--- config.mk ---
export PLATFORM = sky130hd
export DESIGN_NAME = datetime_text_to_epoch_seconds_flat
export DESIGN_NICKNAME = d
export VERILOG_FILES = /design/src/hdl/dtte_pkg.sv /design/src/hdl/dtte_channels.sv /design/src/hdl/dtte_front.sv /design/src/hdl/dtte_queue.sv /design/src/hdl/dtte_back.sv /design/src/hdl/datetime_text_to_epoch_seconds.sv /design/src/flat_wrapper.sv
export SDC_FILE = /design/constraint.sdc
export NUM_CORES = 2
export LEC_CHECK = 0
export BUFFER_PORTS_ARGS = -buffer_cell sky130_fd_sc_hd__buf_2
export CAP_MARGIN = 5
export CORE_ASPECT_RATIO = 1.75
export CORE_UTILIZATION = 50
export CTS_CLUSTER_SIZE = 40
export DETAILED_ROUTE_END_ITERATION = 10
export PLACE_DENSITY_LB_ADDON = 0.2
export SLEW_MARGIN = 20
export SYNTH_ARGS = -nofsm -noshare
export SYNTH_HDL_FRONTEND = slang
export SYNTH_HIERARCHICAL = 1
export SYNTH_SLANG_ARGS = --single-unit
--- constraint.sdc ---
create_clock -name clk -period 21.8 [get_ports clk]
set_input_delay 2.18 -clock clk [delete_from_list [all_inputs] [get_ports clk]]
set_output_delay 2.18 -clock clk [all_outputs]
set_load 0.02 [all_outputs]
--- src/hdl/dtte_pkg.sv ---
// shared widths, constants and the parsed date record for the date-time parser
package dtte_pkg;

    // character position counter
    localparam int unsigned POS_W = 5;
    localparam logic [POS_W-1:0] LAST_POS = 5'd19;

    // field widths
    localparam int unsigned YEAR_W  = 14;
    localparam int unsigned FIELD_W = 7;
    localparam int unsigned SECS_W  = 39;

    // request queue between parser and arithmetic back end
    localparam int unsigned QUEUE_DEPTH = 2;
    localparam int unsigned QPTR_W      = $clog2(QUEUE_DEPTH);
    localparam int unsigned QCNT_W      = $clog2(QUEUE_DEPTH + 1);

    // one fully parsed text
    typedef struct packed {
        logic [YEAR_W-1:0]  year;
        logic [FIELD_W-1:0] month;
        logic [FIELD_W-1:0] day;
        logic [FIELD_W-1:0] hour;
        logic [FIELD_W-1:0] minute;
        logic [FIELD_W-1:0] second;
        logic               ok;
    } date_fields_t;

endpackage

--- src/hdl/dtte_channels.sv ---
// valid/ready channel interfaces for characters in and epoch results out

interface dtte_char_if;
    logic       valid;
    logic       ready;
    logic [7:0] char_code;
    logic       starts_string;

    modport source (output valid, output char_code, output starts_string, input ready);
    modport sink   (input valid, input char_code, input starts_string, output ready);
endinterface

interface dtte_result_if;
    logic                             valid;
    logic                             ready;
    logic signed [dtte_pkg::SECS_W-1:0] epoch_seconds;
    logic                             format_ok;

    modport source (output valid, output epoch_seconds, output format_ok, input ready);
    modport sink   (input valid, input epoch_seconds, input format_ok, output ready);
endinterface

--- src/hdl/dtte_front.sv ---
// character parser: tracks position, checks digits and accumulates the six fields
module dtte_front (
    input  logic                   clk,
    input  logic                   rst_n,
    dtte_char_if.sink              char_in,
    input  logic                   queue_full,
    output logic                   push_valid,
    output dtte_pkg::date_fields_t push_data
);

    localparam logic [7:0] CHAR_ZERO = 8'h30;
    localparam logic [7:0] CHAR_NINE = 8'h39;

    typedef enum logic [2:0] {
        FLD_YEAR,
        FLD_MONTH,
        FLD_DAY,
        FLD_HOUR,
        FLD_MINUTE,
        FLD_SECOND,
        FLD_SEP
    } field_sel_t;

    logic [dtte_pkg::POS_W-1:0]   pos_reg, pos_next, pos_base;
    logic                         ok_reg, ok_next, ok_base;
    logic [dtte_pkg::YEAR_W-1:0]  year_reg, year_next, year_base;
    logic [dtte_pkg::FIELD_W-1:0] month_reg, month_next, month_base;
    logic [dtte_pkg::FIELD_W-1:0] day_reg, day_next, day_base;
    logic [dtte_pkg::FIELD_W-1:0] hour_reg, hour_next, hour_base;
    logic [dtte_pkg::FIELD_W-1:0] minute_reg, minute_next, minute_base;
    logic [dtte_pkg::FIELD_W-1:0] second_reg, second_next, second_base;

    logic       accept;
    logic       active;
    logic       is_digit;
    logic [3:0] digit;
    field_sel_t field_sel;

    // push one decimal digit into a two-digit field, wrapped to the field width
    function automatic logic [dtte_pkg::FIELD_W-1:0] push_digit(
        input logic [dtte_pkg::FIELD_W-1:0] value,
        input logic [3:0]                   d
    );
        logic [dtte_pkg::FIELD_W+3:0] wide;
        wide = {4'b0, value} * 11'd10 + {7'b0, d};
        return wide[dtte_pkg::FIELD_W-1:0];
    endfunction

    // which field a position feeds
    function automatic field_sel_t field_of(input logic [dtte_pkg::POS_W-1:0] pos);
        field_sel_t sel;
        unique case (pos) inside
            [5'd0:5'd3]:       sel = FLD_YEAR;
            5'd5, 5'd6:        sel = FLD_MONTH;
            5'd8, 5'd9:        sel = FLD_DAY;
            5'd11, 5'd12:      sel = FLD_HOUR;
            5'd14, 5'd15:      sel = FLD_MINUTE;
            5'd17, 5'd18:      sel = FLD_SECOND;
            default:           sel = FLD_SEP;
        endcase
        return sel;
    endfunction

    assign char_in.ready = !queue_full;
    assign accept        = char_in.valid && char_in.ready;
    assign active        = accept && (char_in.starts_string || (pos_reg < dtte_pkg::LAST_POS));

    // digit decode
    assign is_digit = (char_in.char_code >= CHAR_ZERO) && (char_in.char_code <= CHAR_NINE);
    assign digit    = is_digit ? char_in.char_code[3:0] : 4'd0;

    // a start flag clears the partial text
    always_comb
    begin
        if (char_in.starts_string)
        begin
            pos_base    = '0;
            ok_base     = 1'b1;
            year_base   = '0;
            month_base  = '0;
            day_base    = '0;
            hour_base   = '0;
            minute_base = '0;
            second_base = '0;
        end
        else
        begin
            pos_base    = pos_reg;
            ok_base     = ok_reg;
            year_base   = year_reg;
            month_base  = month_reg;
            day_base    = day_reg;
            hour_base   = hour_reg;
            minute_base = minute_reg;
            second_base = second_reg;
        end
    end

    assign field_sel = field_of(pos_base);

    // field accumulation for the current character
    always_comb
    begin
        logic [dtte_pkg::YEAR_W+3:0] year_wide;
        year_wide   = {4'b0, year_base} * 18'd10 + {14'b0, digit};
        pos_next    = pos_reg;
        ok_next     = ok_reg;
        year_next   = year_reg;
        month_next  = month_reg;
        day_next    = day_reg;
        hour_next   = hour_reg;
        minute_next = minute_reg;
        second_next = second_reg;
        if (active)
        begin
            pos_next    = pos_base + 5'd1;
            ok_next     = ok_base && (is_digit || (field_sel == FLD_SEP));
            year_next   = year_base;
            month_next  = month_base;
            day_next    = day_base;
            hour_next   = hour_base;
            minute_next = minute_base;
            second_next = second_base;
            case (field_sel)
                FLD_YEAR:   year_next   = year_wide[dtte_pkg::YEAR_W-1:0];
                FLD_MONTH:  month_next  = push_digit(month_base, digit);
                FLD_DAY:    day_next    = push_digit(day_base, digit);
                FLD_HOUR:   hour_next   = push_digit(hour_base, digit);
                FLD_MINUTE: minute_next = push_digit(minute_base, digit);
                FLD_SECOND: second_next = push_digit(second_base, digit);
                default:    ;
            endcase
        end
    end

    // hand the record over on the last character
    assign push_valid       = active && (pos_base == dtte_pkg::LAST_POS - 5'd1);
    assign push_data.year   = year_next;
    assign push_data.month  = month_next;
    assign push_data.day    = day_next;
    assign push_data.hour   = hour_next;
    assign push_data.minute = minute_next;
    assign push_data.second = second_next;
    assign push_data.ok     = ok_next;

    // parser state
    always_ff @(posedge clk or negedge rst_n)
    begin
        if (!rst_n)
        begin
            pos_reg    <= dtte_pkg::LAST_POS;
            ok_reg     <= 1'b1;
            year_reg   <= '0;
            month_reg  <= '0;
            day_reg    <= '0;
            hour_reg   <= '0;
            minute_reg <= '0;
            second_reg <= '0;
        end
        else
        begin
            pos_reg    <= pos_next;
            ok_reg     <= ok_next;
            year_reg   <= year_next;
            month_reg  <= month_next;
            day_reg    <= day_next;
            hour_reg   <= hour_next;
            minute_reg <= minute_next;
            second_reg <= second_next;
        end
    end

endmodule

--- src/hdl/dtte_queue.sv ---
// short queue of parsed records between parser and arithmetic back end
module dtte_queue (
    input  logic                   clk,
    input  logic                   rst_n,
    input  logic                   push_valid,
    input  dtte_pkg::date_fields_t push_data,
    output logic                   full,
    output logic                   pop_valid,
    input  logic                   pop_ready,
    output dtte_pkg::date_fields_t pop_data
);

    localparam logic [dtte_pkg::QCNT_W-1:0] DEPTH_CNT = dtte_pkg::QCNT_W'(dtte_pkg::QUEUE_DEPTH);
    localparam logic [dtte_pkg::QPTR_W-1:0] LAST_PTR  = dtte_pkg::QPTR_W'(dtte_pkg::QUEUE_DEPTH - 1);

    dtte_pkg::date_fields_t           entry_reg [dtte_pkg::QUEUE_DEPTH];
    logic [dtte_pkg::QPTR_W-1:0]      wr_ptr_reg, wr_ptr_next;
    logic [dtte_pkg::QPTR_W-1:0]      rd_ptr_reg, rd_ptr_next;
    logic [dtte_pkg::QCNT_W-1:0]      count_reg, count_next;
    logic                             do_push;
    logic                             do_pop;

    assign full      = (count_reg == DEPTH_CNT);
    assign pop_valid = (count_reg != '0);
    assign pop_data  = entry_reg[rd_ptr_reg];
    assign do_push   = push_valid && !full;
    assign do_pop    = pop_valid && pop_ready;

    // pointer and fill count update
    always_comb
    begin
        wr_ptr_next = wr_ptr_reg;
        rd_ptr_next = rd_ptr_reg;
        count_next  = count_reg;
        if (do_push)
            wr_ptr_next = (wr_ptr_reg == LAST_PTR) ? '0 : wr_ptr_reg + 1'b1;
        if (do_pop)
            rd_ptr_next = (rd_ptr_reg == LAST_PTR) ? '0 : rd_ptr_reg + 1'b1;
        if (do_push && !do_pop)
            count_next = count_reg + 1'b1;
        else if (do_pop && !do_push)
            count_next = count_reg - 1'b1;
    end

    always_ff @(posedge clk or negedge rst_n)
    begin
        if (!rst_n)
        begin
            wr_ptr_reg <= '0;
            rd_ptr_reg <= '0;
            count_reg  <= '0;
        end
        else
        begin
            wr_ptr_reg <= wr_ptr_next;
            rd_ptr_reg <= rd_ptr_next;
            count_reg  <= count_next;
        end
    end

    // storage, no reset
    always_ff @(posedge clk)
    begin
        if (do_push)
            entry_reg[wr_ptr_reg] <= push_data;
    end

`ifndef SYNTHESIS
    a_no_overflow: assert property (@(posedge clk) disable iff (!rst_n)
        push_valid |-> !full)
        else $error("record pushed into a full queue");

    a_count_bound: assert property (@(posedge clk) disable iff (!rst_n)
        count_reg <= DEPTH_CNT)
        else $error("queue fill count beyond depth");
`endif

endmodule

--- src/hdl/dtte_back.sv ---
// arithmetic back end: turns a parsed record into seconds since the epoch
module dtte_back (
    input  logic                   clk,
    input  logic                   rst_n,
    input  logic                   pop_valid,
    output logic                   pop_ready,
    input  dtte_pkg::date_fields_t pop_data,
    dtte_result_if.source          result_out
);

    localparam int unsigned DAYS_W = 24;
    localparam int unsigned HMS_W  = 19;
    localparam int unsigned QUOT_W = 8;

    localparam logic [dtte_pkg::YEAR_W-1:0] EPOCH_YEAR         = 14'd1970;
    localparam logic [DAYS_W-1:0]           LEAPS_BEFORE_EPOCH = 24'd477;
    localparam logic [12:0]                 DIV100_MUL         = 13'd5243;
    localparam int unsigned                 DIV100_SHIFT       = 19;
    localparam logic signed [17:0]          SECS_PER_DAY       = 18'sd86400;

    typedef enum logic [1:0] {
        ST_IDLE,
        ST_DIVIDE,
        ST_DAYS,
        ST_SECS
    } state_t;

    state_t state_reg, state_next;

    dtte_pkg::date_fields_t       rec_reg;
    logic [QUOT_W-1:0]            q_year_reg;
    logic [QUOT_W-1:0]            q_prev_reg;
    logic [DAYS_W-1:0]            year365_reg;
    logic [HMS_W-1:0]             hms_reg;
    logic signed [DAYS_W-1:0]     days_reg;
    logic                         out_valid_reg;
    logic signed [dtte_pkg::SECS_W-1:0] epoch_reg;
    logic                         ok_out_reg;

    logic [dtte_pkg::YEAR_W-1:0]  year_prev;
    logic [26:0]                  prod_year;
    logic [26:0]                  prod_prev;
    logic [dtte_pkg::YEAR_W-1:0]  years_since;
    logic [HMS_W-1:0]             hms_calc;
    logic [DAYS_W-1:0]            year_days;
    logic [DAYS_W-1:0]            days_calc;
    logic [3:0]                   full_months;
    logic [dtte_pkg::FIELD_W-1:0] month_less;
    logic [14:0]                  century_mul;
    logic                         leap;
    logic signed [41:0]           day_secs;
    logic [dtte_pkg::SECS_W-1:0]  epoch_calc;
    logic                         out_free;

    // days in the months before the given count of full months, common year
    function automatic logic [8:0] days_before(input logic [3:0] months);
        logic [8:0] d;
        unique case (months)
            4'd0:    d = 9'd0;
            4'd1:    d = 9'd31;
            4'd2:    d = 9'd59;
            4'd3:    d = 9'd90;
            4'd4:    d = 9'd120;
            4'd5:    d = 9'd151;
            4'd6:    d = 9'd181;
            4'd7:    d = 9'd212;
            4'd8:    d = 9'd243;
            4'd9:    d = 9'd273;
            4'd10:   d = 9'd304;
            4'd11:   d = 9'd334;
            default: d = 9'd365;
        endcase
        return d;
    endfunction

    // divide stage: year and year-1 over 100 by reciprocal, days of whole years, time of day
    assign year_prev   = rec_reg.year - 14'd1;
    assign prod_year   = {13'b0, rec_reg.year} * {14'b0, DIV100_MUL};
    assign prod_prev   = {13'b0, year_prev} * {14'b0, DIV100_MUL};
    assign years_since = rec_reg.year - EPOCH_YEAR;
    assign hms_calc    = {12'b0, rec_reg.hour} * 19'd3600
                       + {12'b0, rec_reg.minute} * 19'd60
                       + {12'b0, rec_reg.second};

    // days stage: leap corrections, months and day of month
    assign century_mul = {7'b0, q_year_reg} * 15'd100;
    assign leap = ((rec_reg.year[1:0] == 2'b00) && ({1'b0, rec_reg.year} != century_mul))
               || (({1'b0, rec_reg.year} == century_mul) && (q_year_reg[1:0] == 2'b00));
    assign month_less = rec_reg.month - 7'd1;

    always_comb
    begin
        if (rec_reg.month <= 7'd1)
            full_months = 4'd0;
        else if (month_less > 7'd12)
            full_months = 4'd12;
        else
            full_months = month_less[3:0];
    end

    always_comb
    begin
        if (rec_reg.year > EPOCH_YEAR)
            year_days = year365_reg
                      + {12'b0, year_prev[dtte_pkg::YEAR_W-1:2]}
                      - {16'b0, q_prev_reg}
                      + {18'b0, q_prev_reg[QUOT_W-1:2]}
                      - LEAPS_BEFORE_EPOCH;
        else
            year_days = '0;
    end

    assign days_calc = year_days
                     + {15'b0, days_before(full_months)}
                     + {23'b0, (leap && (full_months >= 4'd2))}
                     + {17'b0, rec_reg.day}
                     - 24'd1;

    // seconds stage
    assign day_secs   = days_reg * SECS_PER_DAY;
    assign epoch_calc = rec_reg.ok ? (day_secs[dtte_pkg::SECS_W-1:0] + {20'b0, hms_reg}) : '0;
    assign out_free   = !out_valid_reg || result_out.ready;

    assign pop_ready = (state_reg == ST_IDLE);

    // sequencer
    always_comb
    begin
        state_next = state_reg;
        unique case (state_reg)
            ST_IDLE:   if (pop_valid) state_next = ST_DIVIDE;
            ST_DIVIDE: state_next = ST_DAYS;
            ST_DAYS:   state_next = ST_SECS;
            ST_SECS:   if (out_free) state_next = ST_IDLE;
            default:   state_next = ST_IDLE;
        endcase
    end

    // state, working registers and result register
    always_ff @(posedge clk or negedge rst_n)
    begin
        if (!rst_n)
        begin
            state_reg     <= ST_IDLE;
            rec_reg       <= '0;
            q_year_reg    <= '0;
            q_prev_reg    <= '0;
            year365_reg   <= '0;
            hms_reg       <= '0;
            days_reg      <= '0;
            out_valid_reg <= 1'b0;
            epoch_reg     <= '0;
            ok_out_reg    <= 1'b0;
        end
        else
        begin
            state_reg <= state_next;
            if ((state_reg == ST_IDLE) && pop_valid)
                rec_reg <= pop_data;
            if (state_reg == ST_DIVIDE)
            begin
                q_year_reg  <= prod_year[DIV100_SHIFT +: QUOT_W];
                q_prev_reg  <= prod_prev[DIV100_SHIFT +: QUOT_W];
                year365_reg <= {10'b0, years_since} * 24'd365;
                hms_reg     <= hms_calc;
            end
            if (state_reg == ST_DAYS)
                days_reg <= $signed(days_calc);
            if ((state_reg == ST_SECS) && out_free)
            begin
                out_valid_reg <= 1'b1;
                epoch_reg     <= $signed(epoch_calc);
                ok_out_reg    <= rec_reg.ok;
            end
            else if (result_out.ready)
                out_valid_reg <= 1'b0;
        end
    end

    assign result_out.valid         = out_valid_reg;
    assign result_out.epoch_seconds = epoch_reg;
    assign result_out.format_ok     = ok_out_reg;

`ifndef SYNTHESIS
    a_error_gives_zero: assert property (@(posedge clk) disable iff (!rst_n)
        (out_valid_reg && !ok_out_reg) |-> (epoch_reg == '0))
        else $error("format error result carries nonzero seconds");

    a_pop_only_idle: assert property (@(posedge clk) disable iff (!rst_n)
        (pop_valid && pop_ready) |=> (state_reg == ST_DIVIDE))
        else $error("accepted record did not start the sequence");

    a_finish_shows_result: assert property (@(posedge clk) disable iff (!rst_n)
        ((state_reg == ST_SECS) && out_free) |=> out_valid_reg)
        else $error("finished record did not reach the result register");
`endif

endmodule

--- src/hdl/datetime_text_to_epoch_seconds.sv ---
// Top level of the date-time text to epoch seconds converter.
// Characters of a "YYYY-MM-DD HH:MM:SS" text arrive one per request, the
// first flagged by starts_string; one is taken every cycle unless the queue
// is full. After the nineteenth character one result follows: seconds since
// 1970-01-01 00:00:00 (Gregorian leap years), or 0 with format_ok low when a
// digit position held something else. The parser hands each finished text
// to a two-record queue; the arithmetic back end works on one record at a
// time in four steps (take, divide by 100, sum days, scale to seconds), each
// ending in its own register, so the back end is free again long before the
// next text can be complete. The input stalls only when both queue slots are
// taken while the result waits.
module datetime_text_to_epoch_seconds (
    input  logic          clk,
    input  logic          rst_n,
    dtte_char_if.sink     char_in,
    dtte_result_if.source result_out
);

    logic                   push_valid;
    dtte_pkg::date_fields_t push_data;
    logic                   queue_full;
    logic                   pop_valid;
    logic                   pop_ready;
    dtte_pkg::date_fields_t pop_data;

    // character parser
    dtte_front u_front (
        .clk        (clk),
        .rst_n      (rst_n),
        .char_in    (char_in),
        .queue_full (queue_full),
        .push_valid (push_valid),
        .push_data  (push_data)
    );

    // record queue
    dtte_queue u_queue (
        .clk        (clk),
        .rst_n      (rst_n),
        .push_valid (push_valid),
        .push_data  (push_data),
        .full       (queue_full),
        .pop_valid  (pop_valid),
        .pop_ready  (pop_ready),
        .pop_data   (pop_data)
    );

    // seconds arithmetic
    dtte_back u_back (
        .clk        (clk),
        .rst_n      (rst_n),
        .pop_valid  (pop_valid),
        .pop_ready  (pop_ready),
        .pop_data   (pop_data),
        .result_out (result_out)
    );

endmodule

--- src/flat_wrapper.sv ---
// flat-port wrapper written by rule: the top's interface ports become plain ports
module datetime_text_to_epoch_seconds_flat 
  (clk, rst_n, char_in_valid, char_in_char_code, char_in_starts_string, char_in_ready, result_out_valid, result_out_epoch_seconds, result_out_format_ok, result_out_ready);
  dtte_char_if char_in_i ();
  dtte_result_if result_out_i ();
  input  logic clk;
  input  logic rst_n;
  input wire logic [$bits(char_in_i.valid)-1:0] char_in_valid;
  input wire logic [$bits(char_in_i.char_code)-1:0] char_in_char_code;
  input wire logic [$bits(char_in_i.starts_string)-1:0] char_in_starts_string;
  output wire logic [$bits(char_in_i.ready)-1:0] char_in_ready;
  output wire logic [$bits(result_out_i.valid)-1:0] result_out_valid;
  output wire logic [$bits(result_out_i.epoch_seconds)-1:0] result_out_epoch_seconds;
  output wire logic [$bits(result_out_i.format_ok)-1:0] result_out_format_ok;
  input wire logic [$bits(result_out_i.ready)-1:0] result_out_ready;
  assign char_in_i.valid = char_in_valid;
  assign char_in_i.char_code = char_in_char_code;
  assign char_in_i.starts_string = char_in_starts_string;
  assign char_in_ready = char_in_i.ready;
  assign result_out_valid = result_out_i.valid;
  assign result_out_epoch_seconds = result_out_i.epoch_seconds;
  assign result_out_format_ok = result_out_i.format_ok;
  assign result_out_i.ready = result_out_ready;
  datetime_text_to_epoch_seconds u_core (.clk(clk), .rst_n(rst_n), .char_in(char_in_i), .result_out(result_out_i));
endmodule
==> impl_metrics.json <==
{
  "finalHoldViolations": 0,
  "synth-seq-cells": 334,
  "holdPathStages": 2,
  "final_common_cell": "inv_1",
  "drv_cap": 0,
  "r2r_cells": 31,
  "tritoncts": "done",
  "yosysWarnings": 6,
  "chipWidth_um": 207,
  "cts_made_buffers": 37,
  "grt_max_degree": 97,
  "crit_arrival_ns": 8.67,
  "cts_setup_buffers": 0,
  "largest_reg_flops": 100,
  "grt_remaining_overflow": 0,
  "synth_cell_types": 110,
  "drive_gt1_share_pct": 9.38,
  "cts_root_buf": "clkbuf_16",
  "hold_path.class": "flop to flop",
  "die_area_sq_um": 74700,
  "routed_via_density": 5.34,
  "synth_edf_count": 100,
  "rsz0062_at_grt": "false",
  "antenna_cells": 0,
  "core_area_sq_um": 72800,
  "min_to": "u_core/u_back/result_out.format_ok",
  "r2r-end": "u_core/u_back/days_reg[17]",
  "area_growth_pct": 6.83,
  "setup_slack_ns": 13.57,
  "grt_pass1_vias": 25940,
  "async_flop_share_pct": 70.1,
  "crit_type": "flop to flop",
  "dp_hpwl_mm": 61.5,
  "dpl_worst_slack_ns": 13.61,
  "worstMarginPinSlew_ns": 1.11,
  "drt_pass1_iterations": 8,
  "cpPeakStageDelay_ns": 0.65,
  "timing.final.crit_share_pct": 37.7,
  "path_clk_slew_ns": 0.07,
  "rows": 131,
  "relSlewSlack_pct": 26.1,
  "die_h_um": 361,
  "io_buffers": 54,
  "slowest_stage": "xnor2_1",
  "clock-sinks": 334,
  "wire_per_inst_um": 16.4,
  "num-fill-cells": 6514,
  "fin_setup_tns_ns": 0,
  "timing.rr.start": "u_core/u_back/rec_reg[37]",
  "yosysSeqAreaShare_pct": 24.1,
  "min_from": "u_core/u_back/result_out.format_ok",
  "clock_latency_ns": 0.57,
  "drtIter0Drc": 745,
  "synthCells": 3571,
  "ctsHoldBuffers": 0,
  "postRouteAntennaNets": 0,
  "cp-start-kind": "flop",
  "ios": 55,
  "final-setup-viol-count": 0,
  "synth.avg_cell_area_sq_um": 10.3,
  "syn_area_sq_um": 36800,
  "grt.total_usage_pct": 21.1,
  "r2r_slack_ns": 13.57,
  "grt_pass1_wl_mm": 127,
  "cts_resized": 0,
  "remaining_drc_errors": 0,
  "antenna_found_initial": 0,
  "worstPathRequired_ns": 22.25,
  "crit_fanout": 9,
  "status": "finished clean",
  "synthFlopType": "dfrtp_1",
  "crit_path_frequent_cell": "ha_1",
  "wl_mm": 75.1,
  "final_cell_mix": "inv_1, ha_1, fa_1",
  "synth_nets": 4529,
  "min_period_ns": 8.23,
  "fin_skew_ns": 0.0289,
  "htreeDepth": 2,
  "dr_total_vias": 24431,
  "final_nets": 4579,
  "initial_core_util_pct": 50.5,
  "clk_path_buf_depth": 3,
  "maxClockFrequency_mhz": 122,
  "gp_congestion": 0.897,
  "cp-end-kind": "flop",
  "finalMaxSlewViolations": 0
}
[synth_stat cells (all sizes together), types with 15 or more instances]
cell type / number / share of area (%)
a22o: 34 / 0.81
nor2: 131 / 1.4
and2: 23 / 0.39
dfrtp: 230 / 16
nand4: 17 / 0.31
edfxtp: 100 / 8.2
o21ai: 137 / 1.9
buf: 32 / 0.67
and3: 19 / 0.32
a21oi: 133 / 1.8
a211oi: 20 / 0.42
mux2: 141 / 4.8
fa: 285 / 16
a21o: 57 / 1.2
nor3: 44 / 0.68
nand3: 36 / 0.49
o21bai: 24 / 0.49
xnor2: 184 / 4.5
or3: 15 / 0.27
clkbuf: 27 / 0.28
inv: 667 / 6.8
nand2b: 29 / 0.49
o21a: 18 / 0.37
ha: 660 / 22
a31oi: 20 / 0.34
xor2: 67 / 1.6
nand2: 174 / 1.8
nor2b: 57 / 0.97
[metrics by stage]
step | utilization (%) | area, sq um | hold WS (ns) | cells
after CTS | 54.0 | 39300 | 0.474 | 4579
after global routing | 54.0 | 39300 | 0.494 | 4579
final | 54.0 | 39300 | 0.468 | 4579
after floorplan | - | 36800 | 0.446 | 3571
after detailed placement | 52.2 | 38000 | 0.462 | 4513
after global placement | 52.2 | 38000 | 0.457 | 4513
[metal layers]
layer	global-route usage [%]	wire length [um]	vias up	part of all wire, %
li1	-	-	12082	-
met1	23.3	29600	11994	39
met2	41.2	41600	245	55
met3	1.54	1220	110	1.6
met4	7.30	2650	0	3.5
met5	0	0	-	0
[worst max-delay path: cells and delay by family, from the launching register on]
family          cells  cell delay (ns)
compound gates      9             1.85
xor+xnor            3             0.93
fa+ha+maj           7             2.52
buf+inv             3             0.68
flops               1             0.52
mux                 1             0.26
simple gates        8             1.31
[logic make-up (layout without fill, tap and decap cells)]
group | after synthesis | in the layout | synth area share, %
fa+ha+maj | 951 | 951 | 38.1
buf+inv | 726 | 803 | 7.76
simple gates | 609 | 609 | 8.77
compound gates | 546 | 546 | 9.88
flops | 334 | 334 | 24.1
xor+xnor | 252 | 252 | 6.13
mux | 153 | 153 | 5.20
[area by class of cell]
cell class | count | area (sq um) | share of cell area (%)
Clock inverter | 18 | 226 | 0.577
Multi-Input combinational cell | 2511 | 25100 | 63.8
Tap cell | 931 | 1160 | 2.97
Timing Repair Buffer | 70 | 400 | 1.02
Inverter | 667 | 2500 | 6.37
Clock buffer | 48 | 1040 | 2.64
Sequential cell | 334 | 8860 | 22.6
[worst max-delay path by stage]
| stage | cells past startpoint | end | slack (ns) | start |
|---|---|---|---|---|
| floorplan | 32 | u_core/u_back/days_reg[17] | 14.59 | u_core/u_back/rec_reg[37] |
| global placement | 31 | u_core/u_back/days_reg[17] | 13.80 | u_core/u_back/rec_reg[37] |
| detailed placement | 31 | u_core/u_back/days_reg[17] | 13.61 | u_core/u_back/rec_reg[37] |
| CTS | 31 | u_core/u_back/days_reg[17] | 13.59 | u_core/u_back/rec_reg[37] |
| global route | 31 | u_core/u_back/days_reg[17] | 12.94 | u_core/u_back/rec_reg[37] |
| finish | 31 | u_core/u_back/days_reg[17] | 13.57 | u_core/u_back/rec_reg[37] |
Power is left out: the tool's default activity adds up to more than one toggle a clock period on the data nets, which glitch-free logic cannot reach.
